[src/design/bfa_pkg.sv]
// bfa_pkg: shared types and constants of the bitmap frame allocator
// used by bfa_front, bfa_queue, bfa_back and bitmap_frame_allocator
`default_nettype none

package bfa_pkg;

  localparam int CNT_W   = 16;
  localparam int ADDR_W  = 27;
  localparam int OP_W    = 2;
  localparam int PADDR_W = 32;
  localparam int STS_W   = 2;

  typedef enum logic [OP_W-1:0] {
    OP_ALLOC = 2'd0,
    OP_FREE  = 2'd1,
    OP_MARK  = 2'd2
  } op_t;

  typedef enum logic [STS_W-1:0] {
    STS_DONE  = 2'd0,
    STS_OOM   = 2'd1,
    STS_RANGE = 2'd2,
    STS_SAME  = 2'd3
  } status_t;

  typedef enum logic [2:0] {
    K_ALLOC = 3'd0,
    K_FREE  = 3'd1,
    K_MARK  = 3'd2,
    K_RANGE = 3'd3,
    K_NOP   = 3'd4
  } kind_t;

  typedef struct packed {
    kind_t            kind;
    logic [CNT_W-1:0] frame;
  } req_t;

  typedef enum logic [1:0] {
    S_CLEAR = 2'd0,
    S_IDLE  = 2'd1,
    S_EVAL  = 2'd2,
    S_OUT   = 2'd3
  } state_t;

endpackage

`default_nettype wire

[src/design/bfa_front.sv]
// bfa_front: accepts request beats, turns the address into a frame number
// and classifies the request; depends on bfa_pkg
`default_nettype none

module bfa_front #(
  parameter int FRAME_BYTES = 4096
) (
  input  wire logic                        in_valid,
  output logic                             in_stall,
  input  wire logic [bfa_pkg::OP_W-1:0]    in_op,
  input  wire logic [bfa_pkg::PADDR_W-1:0] in_phys_addr,
  input  wire logic [bfa_pkg::CNT_W-1:0]   frame_count,
  input  wire logic                        busy,
  input  wire logic                        q_full,
  output logic                             q_push,
  output bfa_pkg::req_t                    q_data
);

  localparam int FB_SH = $clog2(FRAME_BYTES);

  logic [bfa_pkg::PADDR_W-1:0] quot;
  logic                        in_range;

  assign quot     = in_phys_addr >> FB_SH;
  assign in_range = quot < {{(bfa_pkg::PADDR_W-bfa_pkg::CNT_W){1'b0}}, frame_count};
  assign in_stall = q_full || busy;
  assign q_push   = in_valid && !in_stall;

  always_comb begin
    q_data.frame = quot[bfa_pkg::CNT_W-1:0];
    unique case (in_op)
      bfa_pkg::OP_ALLOC: q_data.kind = bfa_pkg::K_ALLOC;
      bfa_pkg::OP_FREE:  q_data.kind = in_range ? bfa_pkg::K_FREE : bfa_pkg::K_RANGE;
      bfa_pkg::OP_MARK:  q_data.kind = in_range ? bfa_pkg::K_MARK : bfa_pkg::K_RANGE;
      default:           q_data.kind = bfa_pkg::K_NOP;
    endcase
  end

endmodule

`default_nettype wire

[config.mk]
export PLATFORM = sky130hd
export DESIGN_NAME = bfa_front
export DESIGN_NICKNAME = d
export VERILOG_FILES = /design/src/design/bfa_pkg.sv /design/src/design/bfa_front.sv
export SDC_FILE = /design/constraint.sdc
export NUM_CORES = 1
export LEC_CHECK = 0
export BUFFER_PORTS_ARGS = -buffer_cell sky130_fd_sc_hd__clkbuf_2
export CELL_PAD_IN_SITES_DETAIL_PLACEMENT = 1
export CELL_PAD_IN_SITES_GLOBAL_PLACEMENT = 2
export CORE_UTILIZATION = 13
export DETAILED_ROUTE_END_ITERATION = 7
export MAX_ROUTING_LAYER = met4
export PLACE_DENSITY_LB_ADDON = 0.25
export SLEW_MARGIN = 10
export SYNTH_ARGS = -nofsm -noshare
export SYNTH_HDL_FRONTEND = slang
export SYNTH_SLANG_ARGS = --single-unit
[constraint.sdc]
create_clock -name vclk -period 2.6
set_clock_uncertainty 0.15 [all_clocks]
set_input_delay 0.52 -clock vclk [all_inputs]
set_output_delay 0.52 -clock vclk [all_outputs]
set_load 0.02 [all_outputs]
* Word-level counts from Yosys, hierarchy flattened *
Index checks and enable logic that the tools add are counted.

word-level totals
  output and inout bits = 21
  register bits after elaboration = 0
  logic and storage cells = 10
  input port bits = 53

operators by class
  magnitude comparators = 1
  muxes and demuxes = 3
  equality and inequality tests = 2
  reduce and logical (&&, ||, !) cells = 4

operators by type and width
  cell                                           number
  < comparator 20 x 16 -> 1 bit                  1
  one-hot mux 3 bit (3 select lines)             1
  == test 2 x 1 -> 1 bit, second input constant  1
  == test 2 bit, second input constant           1
  logical NOT 2 bit                              1
  2-to-1 mux 2 bit                               1
  logical AND 1 bit                              1
  logical NOT 1 bit                              1
  logical OR 1 bit                               1
  2-to-1 mux 1 bit                               1

* Depth between registers and ports, before layout *
  word-level depth = 3
  mapped depth = 6
  depth with buffers taken out = 6

* Least setup slack after synthesis *
Ideal clock, no wire load.

  path kind = input to output
  from = input in_phys_addr[31] in the netlist's numbering
  to = output q_data[16] in the netlist's numbering
  path buffers = 0
  stages on the path = 4
  arrival time = 2.248 ns
  data required time = 1.930 ns
  slack = -0.318 ns
  cells stage by stage = or4_4 -> or4_1 -> o32a_1 -> a41oi_1

RTL lines
  element             line             text
  start: declaration  bfa_front.sv:11  input wire logic [bfa_pkg::PADDR_W-1:0] in_phys_addr,
  end: declaration    bfa_front.sv:16  output bfa_pkg::req_t q_data

==> impl_metrics.ini <==
[synth]
yosysUniqueCellTypes = 21
syn_area_um2 = 571
netlist_instances = 77
yosysSeqAreaShare_pct = 0
yosys_warnings = 0
syn_area_per_cell_um2 = 7.41
syn-num-nets = 145

[power_and_ir_drop]
pwr_density_cell_nw_per_um2 = 170
p_leak_nw = 0.564
irDropWorstVdd_mv = 0.0289

[timing]
min_period_over_period_pct = 112
fin_setup_tns_ps = -593
final_hold_viol_count = 0
fin_crit_ps = 2920
rsz0062_at_grt = true
whs_ps = 1120
finalSetupViolCount = 2
tightest_slew_ps = 510
layout_setup_ws_ps = -316
max_freq_ghz = 0.343
relSlewSlack_pct = 65.2
slew_viol_final = 0

[route]
ant_nets = 0
routed_wl_um = 1730
viasPerCell = 3.78
firstDrtPassIters = 2
drt-wirelength-per-cell_um = 9.54
drt_iter0_drc = 3
drc_errors = 0
num_vias = 685

[status]
outcome = complete, but fails checks
violations = negative setup slack

[place]
place_hpwl_um = 1670
placed_area_um2 = 921
finalWeightedCongestion = 0.588
portBuffers = 62
dp_cells = 179

[final_layout]
layout_common_cells = 54 x clkbuf_2, 12 x inv_1, 8 x ha_1, 8 x buf_4, 7 x ha_4
seq_cell_count = 0
num-nets-final = 201
syn_to_final_growth_pct = 83.6
seq_area_um2 = 0
diodes = 0
mostFrequentLayoutCell = clkbuf_2
fin_cells = 181
final_cell_area_um2 = 1050
drive_above_1_share_pct = 67.2
fillers = 519
clkbuf_count = 0

[floorplanning]
start_util_pct = 13.9
core_um2 = 4120
dieArea_um2 = 4660
num_io_pins = 74
rows = 23
die_height_um = 68.3
die_w_um = 68.3

[grt]
overflow = 0
grt_pass1_vias = 666
grtUsageTotal_pct = 7.01
grt_max_degree = 5
grt_antenna_before_repair = 0
grt_pass1_wl_um = 2530

[worst_hold_path]
worstHoldPathType = in -> out

[cts]
ctsHoldBuffers = 0

[setup_path]
cp_max_fo = 2
arrival_ps = 2250
timing.critical_path.from_type = input port
crit_type = in -> out
crit_path_end_kind = primary output
cp.required_ps = 1930

[run]
cap_violations = 0
==> per-layer routing <==
metal / part of all wire, % / global-route usage [%] / vias to the layer above
li1: - / - / 354
met1: 34 / 6.84 / 307
met2: 62 / 15.7 / 24
met3: 3.8 / 0 / 0
met4: 0 / 0 / 0
met5: 0 / - / -
==> critical path: stages <==
cell and delay [ps]:
clkbuf_2 80, or4_4 530, or4_4 410, o32a_1 340, a41oi_2 190, clkbuf_8 170
==> synth_stat cells <==
master / n / area share (%)
o21ai_0: 2 / 1.8
buf_4: 16 / 21
nand4_1: 2 / 2.2
inv_1: 17 / 11
or4_4: 1 / 2.0
a211oi_1: 1 / 1.3
or4_1: 1 / 1.3
ha_1: 15 / 33
a2111oi_0: 1 / 1.5
nand2b_1: 1 / 1.1
nand4_4: 1 / 3.7
nor2b_1: 1 / 1.1
nand2_1: 2 / 1.3
a21oi_1: 5 / 4.4
or2_2: 1 / 1.1
a41oi_1: 2 / 3.1
nor2_1: 3 / 2.0
o21a_1: 2 / 2.6
and2_1: 1 / 1.1
o32a_1: 1 / 1.8
xnor2_1: 1 / 1.5
==> timing repair <==
action	in CTS	in global routing
pin swaps	1	6
resized for setup	9	12
gates cloned	0	0
endpoints found under the hold margin	0	0
endpoints found under the setup margin	2	2
setup buffers	1	1
==> logic make-up (layout without fill, tap and decap cells) <==
kind of cell,Yosys count,after routing,synth area share [%]
adder cells (fa/ha/maj),15,15,32.9
AO/OA/AOI/OAI,14,14,16.4
AND/OR/NAND/NOR,14,14,16.9
XOR/XNOR,1,1,1.54
buffers and inverters,33,87,32.2
==> area by class of cell <==
class,count,area [um2],share of cell area [%]
timing repair buffer,70,428,40.9
tap,50,62.6,5.97
multi-input combinational,44,493,47.1
inverter,17,63.8,6.09
==> report_power, final <==
group	switching (mW)	leakage, nW	total [mW]	internal, mW
sequential	0	0	0	0
combinational	0.0859	0.564	0.178	0.0922
clock	0	0	0	0
==> through the flow <==
step                util, %  setup WS (ps)  total power, mW
floorplan                 -           -129            0.102
global placement       22.4           -339            0.157
detailed placement     22.4           -356            0.160
CTS                    24.1           -279            0.175
global route           25.4           -356            0.198
finish                 25.4           -316            0.178
==> worst paths after layout <==
path              depth (start not counted)          to  slack, ps        startpoint
setup / recovery                          6  q_data[16]       -320  in_phys_addr[31]
hold / removal                            2   q_data[0]       1120  in_phys_addr[12]
(Power assumes the default switching activity.)
