==> config.mk <==
export PLATFORM = sky130hd
export DESIGN_NAME = bfa_queue
export DESIGN_NICKNAME = d
export VERILOG_FILES = /design/src/design/bfa_pkg.sv /design/src/design/bfa_queue.sv
export SDC_FILE = /design/constraint.sdc
export NUM_CORES = 1
export LEC_CHECK = 0
export ABC_AREA = 1
export BUFFER_PORTS_ARGS = -buffer_cell sky130_fd_sc_hd__buf_2
export CAP_MARGIN = 25
export CELL_PAD_IN_SITES_DETAIL_PLACEMENT = 1
export CELL_PAD_IN_SITES_GLOBAL_PLACEMENT = 2
export CORE_ASPECT_RATIO = 0.8
export CORE_MARGIN = 2
export CORE_UTILIZATION = 35
export CTS_CLUSTER_SIZE = 25
export DETAILED_ROUTE_END_ITERATION = 6
export HOLD_SLACK_MARGIN = 0.08
export PLACE_DENSITY = 0.77
export REMOVE_ABC_BUFFERS = 1
export SLEW_MARGIN = 20
export SYNTH_ARGS = -nofsm -noshare
export SYNTH_HDL_FRONTEND = slang
export SYNTH_SLANG_ARGS = --single-unit
==> constraint.sdc <==
create_clock -name clk -period 1.65 [get_ports clk]
set_clock_uncertainty 0.05 [all_clocks]
set_input_delay 0.2475 -clock clk [delete_from_list [all_inputs] [get_ports clk]]
set_output_delay 0.2475 -clock clk [all_outputs]
set_load 0.02 [all_outputs]
==> src/design/bfa_pkg.sv <==
// bfa_pkg: shared types and constants of the bitmap frame allocator
// used by bfa_front, bfa_queue, bfa_back and bitmap_frame_allocator
`default_nettype none

package bfa_pkg;

  localparam int CNT_W   = 16;
  localparam int ADDR_W  = 27;
  localparam int OP_W    = 2;
  localparam int PADDR_W = 32;
  localparam int STS_W   = 2;

  typedef enum logic [OP_W-1:0] {
    OP_ALLOC = 2'd0,
    OP_FREE  = 2'd1,
    OP_MARK  = 2'd2
  } op_t;

  typedef enum logic [STS_W-1:0] {
    STS_DONE  = 2'd0,
    STS_OOM   = 2'd1,
    STS_RANGE = 2'd2,
    STS_SAME  = 2'd3
  } status_t;

  typedef enum logic [2:0] {
    K_ALLOC = 3'd0,
    K_FREE  = 3'd1,
    K_MARK  = 3'd2,
    K_RANGE = 3'd3,
    K_NOP   = 3'd4
  } kind_t;

  typedef struct packed {
    kind_t            kind;
    logic [CNT_W-1:0] frame;
  } req_t;

  typedef enum logic [1:0] {
    S_CLEAR = 2'd0,
    S_IDLE  = 2'd1,
    S_EVAL  = 2'd2,
    S_OUT   = 2'd3
  } state_t;

endpackage

`default_nettype wire

==> src/design/bfa_queue.sv <==
// bfa_queue: two-entry request queue between front and back
// depends on bfa_pkg
`default_nettype none

module bfa_queue (
  input  wire logic          clk,
  input  wire logic          rst_n,
  input  wire logic          push,
  input  wire bfa_pkg::req_t push_data,
  output logic               full,
  input  wire logic          pop,
  output bfa_pkg::req_t      pop_data,
  output logic               empty
);

  bfa_pkg::req_t slot_r [2];
  logic          wr_ptr_r, wr_ptr_nxt;
  logic          rd_ptr_r, rd_ptr_nxt;
  logic [1:0]    cnt_r, cnt_nxt;

  assign full     = (cnt_r == 2'd2);
  assign empty    = (cnt_r == 2'd0);
  assign pop_data = slot_r[rd_ptr_r];

  always_comb begin
    wr_ptr_nxt = wr_ptr_r ^ push;
    rd_ptr_nxt = rd_ptr_r ^ pop;
    cnt_nxt    = cnt_r + {1'b0, push} - {1'b0, pop};
  end

  always_ff @(posedge clk) begin
    if (!rst_n) begin
      wr_ptr_r <= 1'b0;
      rd_ptr_r <= 1'b0;
      cnt_r    <= 2'd0;
    end else begin
      wr_ptr_r <= wr_ptr_nxt;
      rd_ptr_r <= rd_ptr_nxt;
      cnt_r    <= cnt_nxt;
    end
  end

  always_ff @(posedge clk) begin
    if (push) begin
      slot_r[wr_ptr_r] <= push_data;
    end
  end

endmodule

`default_nettype wire

## Yosys cells after proc, flatten, opt, wreduce, memory -nomap -nowiden

Memory sizes are Yosys's and may differ from the RTL's. A register that Yosys moved wholly into a read port is not among the register bits.
Cells that the tools add are included.

- RAM bits: 38
- Memories: 1
- Output and inout port bits: 21
- Logic and storage cells: 13
- Bits in registers: 4
- Bits of input ports: 23

Memories:

| memory | words | width | read ports | clocked after memory_dff | wr ports | RTL line | source |
|---|---|---|---|---|---|---|---|
| slot_r | 2 | 19 | 1 | 1 | 1 | bfa_queue.sv:16 | `bfa_pkg::req_t slot_r [2];` |

- Bitwise operators: 2
- Muxes and demuxes: 3
- Equality and inequality tests: 1
- Reduce and logical (&&, ||, !) cells: 1
- $add $sub $neg: 2

Operator list:

| operator | count |
|---|---|
| 2-to-1 mux 1 bit | 3 |
| adder 2 x 1 -> 2 bit | 1 |
| == test 2 bit (second input constant) | 1 |
| zero test 2 bit | 1 |
| subtractor 2 x 1 -> 2 bit | 1 |
| XOR 1 bit | 2 |

## Depth between registers and ports, before layout

Gate-level depths: netlist of run 1.

- Depth after elaboration: 2
- Depth in mapped cells: 9
- Gate-level depth less buffers: 9

## Worst setup path before layout of run 1

OpenSTA, ideal clock, no wires.

- Kind: register to register
- From: register wr_ptr_r
- To: memory slot_r[0][0] in the netlist's numbering, enable pin
- Arrival time: 0.873 ns
- Setup time: 0.377 ns
- Required time: 1.223 ns
- Path buffers: 0
- Cell stages (with the launch flop): 3
- Clock period less this slack: 1.300 ns
- Path slack: 0.350 ns
- Cell sequence: dfxtp_1 inv_1 ha_1

RTL lines:

| what | RTL line | source |
|---|---|---|
| start: declaration | bfa_queue.sv:17 | `logic wr_ptr_r, wr_ptr_nxt;` |
| start signal: assignment | bfa_queue.sv:37 | `wr_ptr_r <= wr_ptr_nxt;` |
| end: declaration | bfa_queue.sv:16 |  |

No word-level cell before the write port.

==> results of run 1 <==
-- registers in the layout, indices dropped and copies added (netlist names), named ones only --
register  cells
slot_r       38
wr_ptr_r      1
rd_ptr_r      1
cnt_r         2
-- report_power, final --
group / total [mW] / leakage [nW] / internal, mW / switching [mW]
Sequential: 1.29 / 0.399 / 1.26 / 0.0258
Clock: 0.956 / 0.0644 / 0.603 / 0.352
Combinational: 0.401 / 0.434 / 0.194 / 0.207
-- routing by layer --
layer  up-vias  GRT usage
met4         0     0.0445
met3         2     0.0481
met1       430      0.128
li1        436          -
met5         -          0
met2        29      0.183
-- final timing paths --
check / to / slack [ns] / from / depth (start not counted)
max: pop_data[7] / 0.05 / flip-flop / 3
min: slot_r[1][13]$_DFFE_PP_ / 0.09 / push_data[13] / 1
max reg2reg: cnt_r[1]$_SDFF_PN0_ / 0.31 / cnt_r[0]$_SDFF_PN0_ / 8
min reg2reg: rd_ptr_r$_SDFF_PN0_ / 0.48 / rd_ptr_r$_SDFF_PN0_ / 2
-- timing repair --
item,4_1_cts,5_1_grt
buffers inserted,0,0
hold buffers,0,4
cloned,0,1
gates resized for setup,1,6
endpoints found under the hold margin,0,8
endpoints found under the setup margin,7,7
-- through the flow --
| step | hold slack [ns] | setup TNS (ns) |
|---|---|---|
| final | 0.0895 | 0 |
| after detailed placement | 0.391 | 0 |
| after global routing | 0.0811 | -0.00483 |
| after CTS | 0.0801 | 0 |
| after global placement | 0.387 | 0 |
| after floorplan | 0.291 | 0 |
-- logic make-up after synthesis --
logic type	count (synthesis)	share of synthesized area
mux	19	0.152
fa+ha+maj	4	0.0302
xor+xnor	1	0.00529
simple gates	11	0.0257
buf+inv	9	0.0347
flops	43	0.749
compound gates	1	0.00302
-- final cells by class --
cell class | count | area, um2 | share of cell area
tap | 60 | 75.1 | 0.0342
timing repair buffer | 54 | 354 | 0.161
sequential | 43 | 1240 | 0.567
multi-input combinational | 36 | 358 | 0.163
clock inverter | 3 | 67.6 | 0.0308
clock buffer | 5 | 68.8 | 0.0314
inverter | 7 | 26.3 | 0.0120
-- synth_stat cells --
| cell | number |
|---|---|
| edfxtp_1 | 38 |
| mux2_4 | 10 |
| mux2_2 | 9 |
| inv_1 | 7 |
| nor2_1 | 6 |
| dfxtp_1 | 5 |
| ha_1 | 4 |
| nand2_1 | 4 |
| a21oi_1 | 1 |
| buf_12 | 1 |
| buf_6 | 1 |
| nand3_1 | 1 |
| xnor2_1 | 1 |
==> flow_summary.toml, run 1 <==
[run_status]
status = "completed"

[logic_synthesis]
ys_types = 13
ys_ff_latch = 43
syn_avg_cell_area_um2 = 18.8
yosysSeqAreaShare = 0.749
yosysWarningCount = 0
synth_top_area_cell = "edfxtp_1"
synth_top_area_frac = 0.689
synth.area.top_cells = "edfxtp_1 69%, mux2_4 9.1%, mux2_2 6.1%"
postSynthCellCount = 88
syn-cell-area_um2 = 1660

[timing]
finalSetupViolCount = 0
slew_viol_final = 0
layout_min_cycle_time_ns = 1.60
fmax_mhz = 624
layout_setup_ws_ns = 0.0483
rsz0062_at_grt = "yes"
timing.final.crit_share = 0.971
worst_pin_slew_ns = 0.285
slew_headroom = 0.810
final_hold_viol_count = 0

[critical_path]
cp_data_required_time_ns = 1.35
cp_data_arrival_time_ns = 1.30
path_cells = "buf_12, mux2_2, buf_2"
critPathBufInv = 2
crit_type = "reg -> out"
crit_path_start_kind = "flip-flop"
crit_path_max_incr_delay_ns = 0.39
critical_path.max_fanout = 8
critPathCaptureType = "output pin"
cp_top_family = "flip-flops"
crit_slowest_cell = "dfxtp_4"

[worst_hold_path]
hp-class = "in -> reg"

[routing]
route.met3.wl_um = 199
drt-met1-wl_mm = 1.19
drc = 0
vias_per_cell = 4.31
wl_per_cell_um = 13.4
num_vias = 897
maxUsedRoutingLayer = "met4"
dr.first_iter.drc_count = 22
routed_wl_mm = 2.79
first_pass_iters = 3
wl_met2_mm = 1.38
antenna_left = 0

[cts]
cts_buffers = 5
cts_root_buffer = "clkbuf_8"
cts_tree = "done"
clk_latency_ns = 0.29
cts_buffer_depth = 2
clk_pin_slew_ns = 0.08
cts.sinks = 43
htreeDepth = 2

[pwr]
vdd_drop_max_uv = 540
leakage_nw = 0.898
power_mw = 2.65
p_per_area_nw_per_um2 = 1210

[placed_design]
placed_cell_area_um2 = 1970
dp_hpwl_mm = 2.03
place_ws_ns = 0.305
dp_cells = 195
gp_congestion = 0.606
port_buffers = 43

[die]
coreArea_um2 = 4570
die_x_um = 80.9
initial_core_util = 0.363
boundaryPins = 44
die_h_um = 65.5
die_area_um2 = 5300
rows = 22

[flow_run]
maxCapViolCount = 0

[layout]
final_cell_mix = "41 x buf_2, 38 x edfxtp_1, 10 x mux2_4"
diodes = 0
final_core_util = 0.480
final_cell_area_um2 = 2190
syn2layout_area_growth_pct = 32.5
nFillCells = 476
layout_commonest_cell = "buf_2"
fin_nets = 174
fin_cells = 208
drive_above_1_share = 0.527

[grt]
grt_pass1_vias = 933
antenna_found_initial = 0
grt_usage = 0.111
overflow = 0
grt_max_degree = 16
grt_pass1_wl_mm = 4.19
Power figures use the tool's default switching activity.
==> run 2: changes to the inputs <==
--- a/config.mk
+++ b/config.mk
@@ -13,6 +13,7 @@
 export CORE_ASPECT_RATIO = 0.8
 export CORE_MARGIN = 2
 export CORE_UTILIZATION = 35
+export CTS_BUF_LIST = sky130_fd_sc_hd__clkbuf_16
 export CTS_CLUSTER_SIZE = 25
 export DETAILED_ROUTE_END_ITERATION = 6
 export HOLD_SLACK_MARGIN = 0.08
==> run 2 against run 1 <==
Utilization rose by 0.11 points. Wire length decreased by 1.8%. Critical path depth is the same. Power grew 11%. Die area unchanged. Final cell count decreased by 1.9%. Global-route usage up 0.18 points. Via count decreased by 1.2%. Fmax hardly changed.
==> flow_summary.toml, run 2 (synthesis results as in run 1) <==
[run_status]
status = "completed"

[die]
die_h_um = 65.5
boundaryPins = 44
coreArea_um2 = 4570
die_area_um2 = 5300
rows = 22
initial_core_util = 0.363
die_x_um = 80.9

[timing]
timing.final.crit_share = 0.971
final_hold_viol_count = 0
finalSetupViolCount = 0
fmax_mhz = 624
rsz0062_at_grt = "no"
setup_tns_ns = 0
worst_pin_slew_ns = 0.276
slew_headroom = 0.816
slew_viol_final = 0
layout_min_cycle_time_ns = 1.60

[cts]
clk_pin_slew_ns = 0.06
cts_hold_buf = 0
cts_tree = "done"
clk_latency_ns = 0.28
cts_buffer_depth = 2
htreeDepth = 2
cts.sinks = 43
cts_root_buffer = "clkbuf_16"
cts_buffers = 5

[layout]
final_cell_area_um2 = 2200
largest_register = "slot_r"
drive_above_1_share = 0.542
diodes = 0
largestRegisters = "slot_r x38, cnt_r x2"
largest_reg_flops = 38
final_cell_mix = "42 x buf_2, 38 x edfxtp_1, 10 x mux2_4"
layout_commonest_cell = "buf_2"
syn2layout_area_growth_pct = 32.8
fin_nets = 170

[critical_path]
reg2reg_to = "cnt_r[1]$_SDFF_PN0_"
crit_type = "reg -> out"
critPathCaptureType = "output pin"
cp_data_required_time_ns = 1.35
reg2reg_from = "cnt_r[0]$_SDFF_PN0_"
crit_path_start_kind = "flip-flop"
ff2ff_path_depth = 8
cp_data_arrival_time_ns = 1.31
critical_path.max_fanout = 4
r2r_setup_slack_ns = 0.31

[routing]
num_vias = 886
first_pass_iters = 4
antenna_left = 0
wl_per_cell_um = 13.4
routed_wl_mm = 2.74
dr.first_iter.drc_count = 23
drc = 0
vias_per_cell = 4.34

[grt]
grt_usage = 0.113
grt_pass1_vias = 939
antenna_found_initial = 0
grt_max_degree = 15
overflow = 0
grt_pass1_wl_mm = 4.28

[worst_hold_path]
holdPathEnd = "slot_r[1][5]$_DFFE_PP_"
hp-class = "in -> reg"
hold_depth = 1
min_from = "push_data[5]"

[placed_design]
gp_congestion = 0.606
port_buffers = 43
dp_hpwl_mm = 2.03
placed_cell_area_um2 = 1970

[pwr]
p_per_area_nw_per_um2 = 1330
leakage_nw = 0.903
vdd_drop_max_uv = 595

[flow_run]
maxCapViolCount = 0
==> run 2: changes by cell type in the layout (fill, tap and decap cells not counted), sizes merged <==
cell and delta:
clkbuf -1, buf +1, dlygate4sd3 -4
==> run 2: per-stage QoR <==
step / cells / hold slack (ns) / worst slack (ns) / util / power [mW]
after floorplan: 86 / 0.291 / 0.0769 / - / 1.54
after global placement: 195 / 0.387 / 0.326 / 0.432 / 1.68
after detailed placement: 195 / 0.391 / 0.305 / 0.432 / 1.69
after CTS: 204 / 0.0994 / 0.0259 / 0.481 / 2.96
after global routing: 204 / 0.0986 / 0.00338 / 0.481 / 3.03
final: 204 / 0.104 / 0.0472 / 0.481 / 2.93
==> run 2: worst max path at each step <==
stage | from | to
2_1_floorplan | flip-flop | pop_data[0]
3_5_place_dp | flip-flop | pop_data[7]
4_1_cts | flip-flop | pop_data[6]
3_3_place_gp | flip-flop | pop_data[7]
6_report | flip-flop | pop_data[6]
5_1_grt | flip-flop | pop_data[6]
==> run 2: report_power, final <==
group	internal, mW	switching (mW)
Clock	0.866	0.381
Combinational	0.184	0.204
Sequential	1.27	0.0268
==> run 2: final cells by class <==
class,count,area (um2)
clock buffers,5,125
clock inverters,3,67.6
fillers,477,2370
inverters,7,26.3
multi-input cells,36,358
flip-flops and latches,43,1240
well taps,60,75.1
repair buffers,50,303
==> run 2: repair_timing <==
item / in CTS / in global routing
endpoints found under the setup margin: 2 / 0
buffers inserted: 0 / 0
gates resized for setup: 4 / 0
==> run 2: layer usage <==
| layer | track usage | wire length [um] | vias to the layer above |
|---|---|---|---|
| met1 | 0.133 | 1170 | 420 |
| met3 | 0.0453 | 201 | 6 |
| met4 | 0.0445 | 31 | 0 |
| met5 | 0 | 0 | - |
| met2 | 0.185 | 1340 | 31 |
| li1 | - | - | 429 |
==> run 2: worst max-delay path, stage by stage (launching register included) <==
cell,delay (ns)
dfxtp_4,0.39
buf_4,0.15
mux2_2,0.32
buf_2,0.16
==> run 3: changes to the inputs <==
--- a/config.mk
+++ b/config.mk
@@ -5,7 +5,7 @@
 export SDC_FILE = /design/constraint.sdc
 export NUM_CORES = 1
 export LEC_CHECK = 0
-export ABC_AREA = 1
+export ABC_AREA = 0
 export BUFFER_PORTS_ARGS = -buffer_cell sky130_fd_sc_hd__buf_2
 export CAP_MARGIN = 25
 export CELL_PAD_IN_SITES_DETAIL_PLACEMENT = 1
@@ -17,7 +17,7 @@
 export CTS_CLUSTER_SIZE = 25
 export DETAILED_ROUTE_END_ITERATION = 6
 export HOLD_SLACK_MARGIN = 0.08
-export PLACE_DENSITY = 0.77
+export PLACE_DENSITY = 0.76
 export REMOVE_ABC_BUFFERS = 1
 export SLEW_MARGIN = 20
 export SYNTH_ARGS = -nofsm -noshare
==> run 3 against run 2 <==
Sequential share of layout area rose by 1.5 points. Worst setup slack got worse by 0.011 ns. Combinational power grew 4%. First-iteration DRC count is 48% higher. Flip-flop and latch count unchanged. Power fell by 11%. Critical path type unchanged. Highest routed layer unchanged.
==> flow_summary.toml, run 3 <==
[logic_synthesis]
ys_types = 13
synthMuxAreaShare = 0.152
synth_commonest_cells = "38 x edfxtp_1, 10 x mux2_4, 9 x mux2_2, 5 x dfxtp_1, 4 x ha_1"
synth.area.top_cells = "edfxtp_1 69%, mux2_4 9.1%, mux2_2 6.1%"
postSynthCellCount = 80
synth_edf_count = 38
synth_top_family_by_area = "multiplexers"
synth_top_area_cell = "edfxtp_1"
synthFlopType = "edfxtp_1"
yosys.area_share.adder = 0.0302
postSynth.asyncResetShare = 0
yosysSeqAreaShare = 0.749
ys_ff_latch = 43
yosysMostFrequentCell = "edfxtp_1"
syn_avg_cell_area_um2 = 20.7
synth-simple-area-share = 0.0249
synth-compound-area-share = 0
synth_top_area_frac = 0.688
yosysWarningCount = 0
syn-cell-area_um2 = 1660
yosys.area_share.xor_xnor = 0.0189

[layout]
final_cell_mix = "41 x buf_2, 38 x edfxtp_1, 10 x mux2_4"
final_cell_area_um2 = 2140
largest_reg_flops = 38
largest_register = "slot_r"
syn2layout_area_growth_pct = 29.2
layout_commonest_cell = "buf_2"
diodes = 0
nFillCells = 467
fin_nets = 161
regArea_um2 = 1240
multi_input_area_um2 = 374
largestRegisters = "slot_r x38, cnt_r x2"
drive_above_1_share = 0.563

[critical_path]
critPathCaptureType = "output pin"
critical_path.max_fanout = 9
critPathBufInv = 2
cp_top_family = "flip-flops"
path_cells = "buf_12, mux2_2, buf_4"
cp_data_arrival_time_ns = 1.32
cp_data_required_time_ns = 1.35
crit_path_max_incr_delay_ns = 0.40
crit_slowest_cell = "dfxtp_4"
crit_path_start_kind = "flip-flop"
crit_type = "reg -> out"

[routing]
routed_wl_mm = 2.86
vias_per_cell = 4.47
drc = 0
first_pass_iters = 4
antenna_left = 0
num_vias = 871
wl_per_cell_um = 14.7
dr.first_iter.drc_count = 34

[grt]
grt_max_degree = 18
grt_pass1_wl_mm = 4.04
grt_pass1_vias = 808
overflow = 0
grt_usage = 0.111
antenna_found_initial = 0

[pwr]
leakage_nw = 0.867
vdd_drop_max_uv = 659
p_per_area_nw_per_um2 = 1220

[worst_hold_path]
hp-class = "in -> reg"

[die]
die_x_um = 80.9
coreArea_um2 = 4570
boundaryPins = 44
initial_core_util = 0.363
die_h_um = 65.6
die_area_um2 = 5310
rows = 22

[cts]
htreeDepth = 2
cts_root_buffer = "clkbuf_16"
cts.sinks = 43
cts_buffers = 5
cts_buffer_depth = 2
clk_latency_ns = 0.28
cts_tree = "done"
post_cts_buffers = 0
clk_pin_slew_ns = 0.06

[timing]
setup_tns_ns = 0
layout_min_cycle_time_ns = 1.61
fmax_mhz = 620
final_hold_viol_count = 0
hold_slack_ns = 0.107
layout_setup_ws_ns = 0.0363
worst_pin_slew_ns = 0.158
finalSetupViolCount = 0
rsz0062_at_grt = "yes"
slew_viol_final = 0
slew_headroom = 0.894
timing.final.crit_share = 0.978

[placed_design]
placed_cell_area_um2 = 1970
place_ws_ns = 0.249
gp_congestion = 0.592
port_buffers = 43

[flow_run]
maxCapViolCount = 0

[run_status]
status = "completed"
run 3: worst register-to-register path, cell delays in order, from the launching register on:
cell and delay (ns):
dfxtp_1 0.34, inv_1 0.05, ha_1 0.26, inv_1 0.06
ha_1 0.14, xnor3_1 0.20, nor2b_1 0.11
run 3: cells by family after synthesis:
family	after synthesis
DFF	43
buffers and inverters	5
adders and majority gates	4
muxes	19
xor gates and xnor gates	2
and+or+nand+nor	7
run 3: path summary, 6_finish.rpt:
check,from,to,slack (ns),depth (start not counted)
setup reg to reg,cnt_r[0]$_SDFF_PN0_,cnt_r[1]$_SDFF_PN0_,0.37,6
setup / recovery,flip-flop,pop_data[0],0.04,3
hold / removal,push_data[2],slot_r[1][2]$_DFFE_PP_,0.11,1
hold reg to reg,wr_ptr_r$_SDFF_PN0_,wr_ptr_r$_SDFF_PN0_,0.51,3
run 3: power by group:
group	internal [mW]	total (mW)	switching [mW]	leakage, nW
Combinational	0.201	0.406	0.205	0.397
Clock	0.551	0.909	0.358	0.0710
Sequential	1.27	1.30	0.0317	0.399
Total	2.02	2.62	0.595	0.867
run 3: area by class of cell:
class,instances,share of cell area
clock buffer,5,0.0584
clock inverter,3,0.00759
inverter,3,0.00526
multi-input combinational,32,0.175
sequential,43,0.581
tap,60,0.0350
timing repair buffer,49,0.138
run 3: what timing repair did:
| action | 4_1_cts | 5_1_grt |
|---|---|---|
| hold buffers | 0 | 0 |
| endpoints found under the setup margin | 17 | 7 |
| resized for setup | 1 | 3 |
| gates cloned | 0 | 1 |
run 3: layer usage:
layer	up-vias	wire length (um)	global-route usage
met1	430	1260	0.139
met5	-	0	0
met3	2	229	0.0522
li1	407	-	-
met2	32	1360	0.164
met4	0	17	0.0445
run 3: metrics by stage:
step | utilization | instances | power [mW]
3_3_place_gp | 0.430 | 186 | 1.70
3_5_place_dp | 0.430 | 186 | 1.72
5_1_grt | 0.469 | 195 | 2.75
4_1_cts | 0.462 | 194 | 2.64
6_report | 0.469 | 195 | 2.62
2_1_floorplan | - | 78 | 1.57
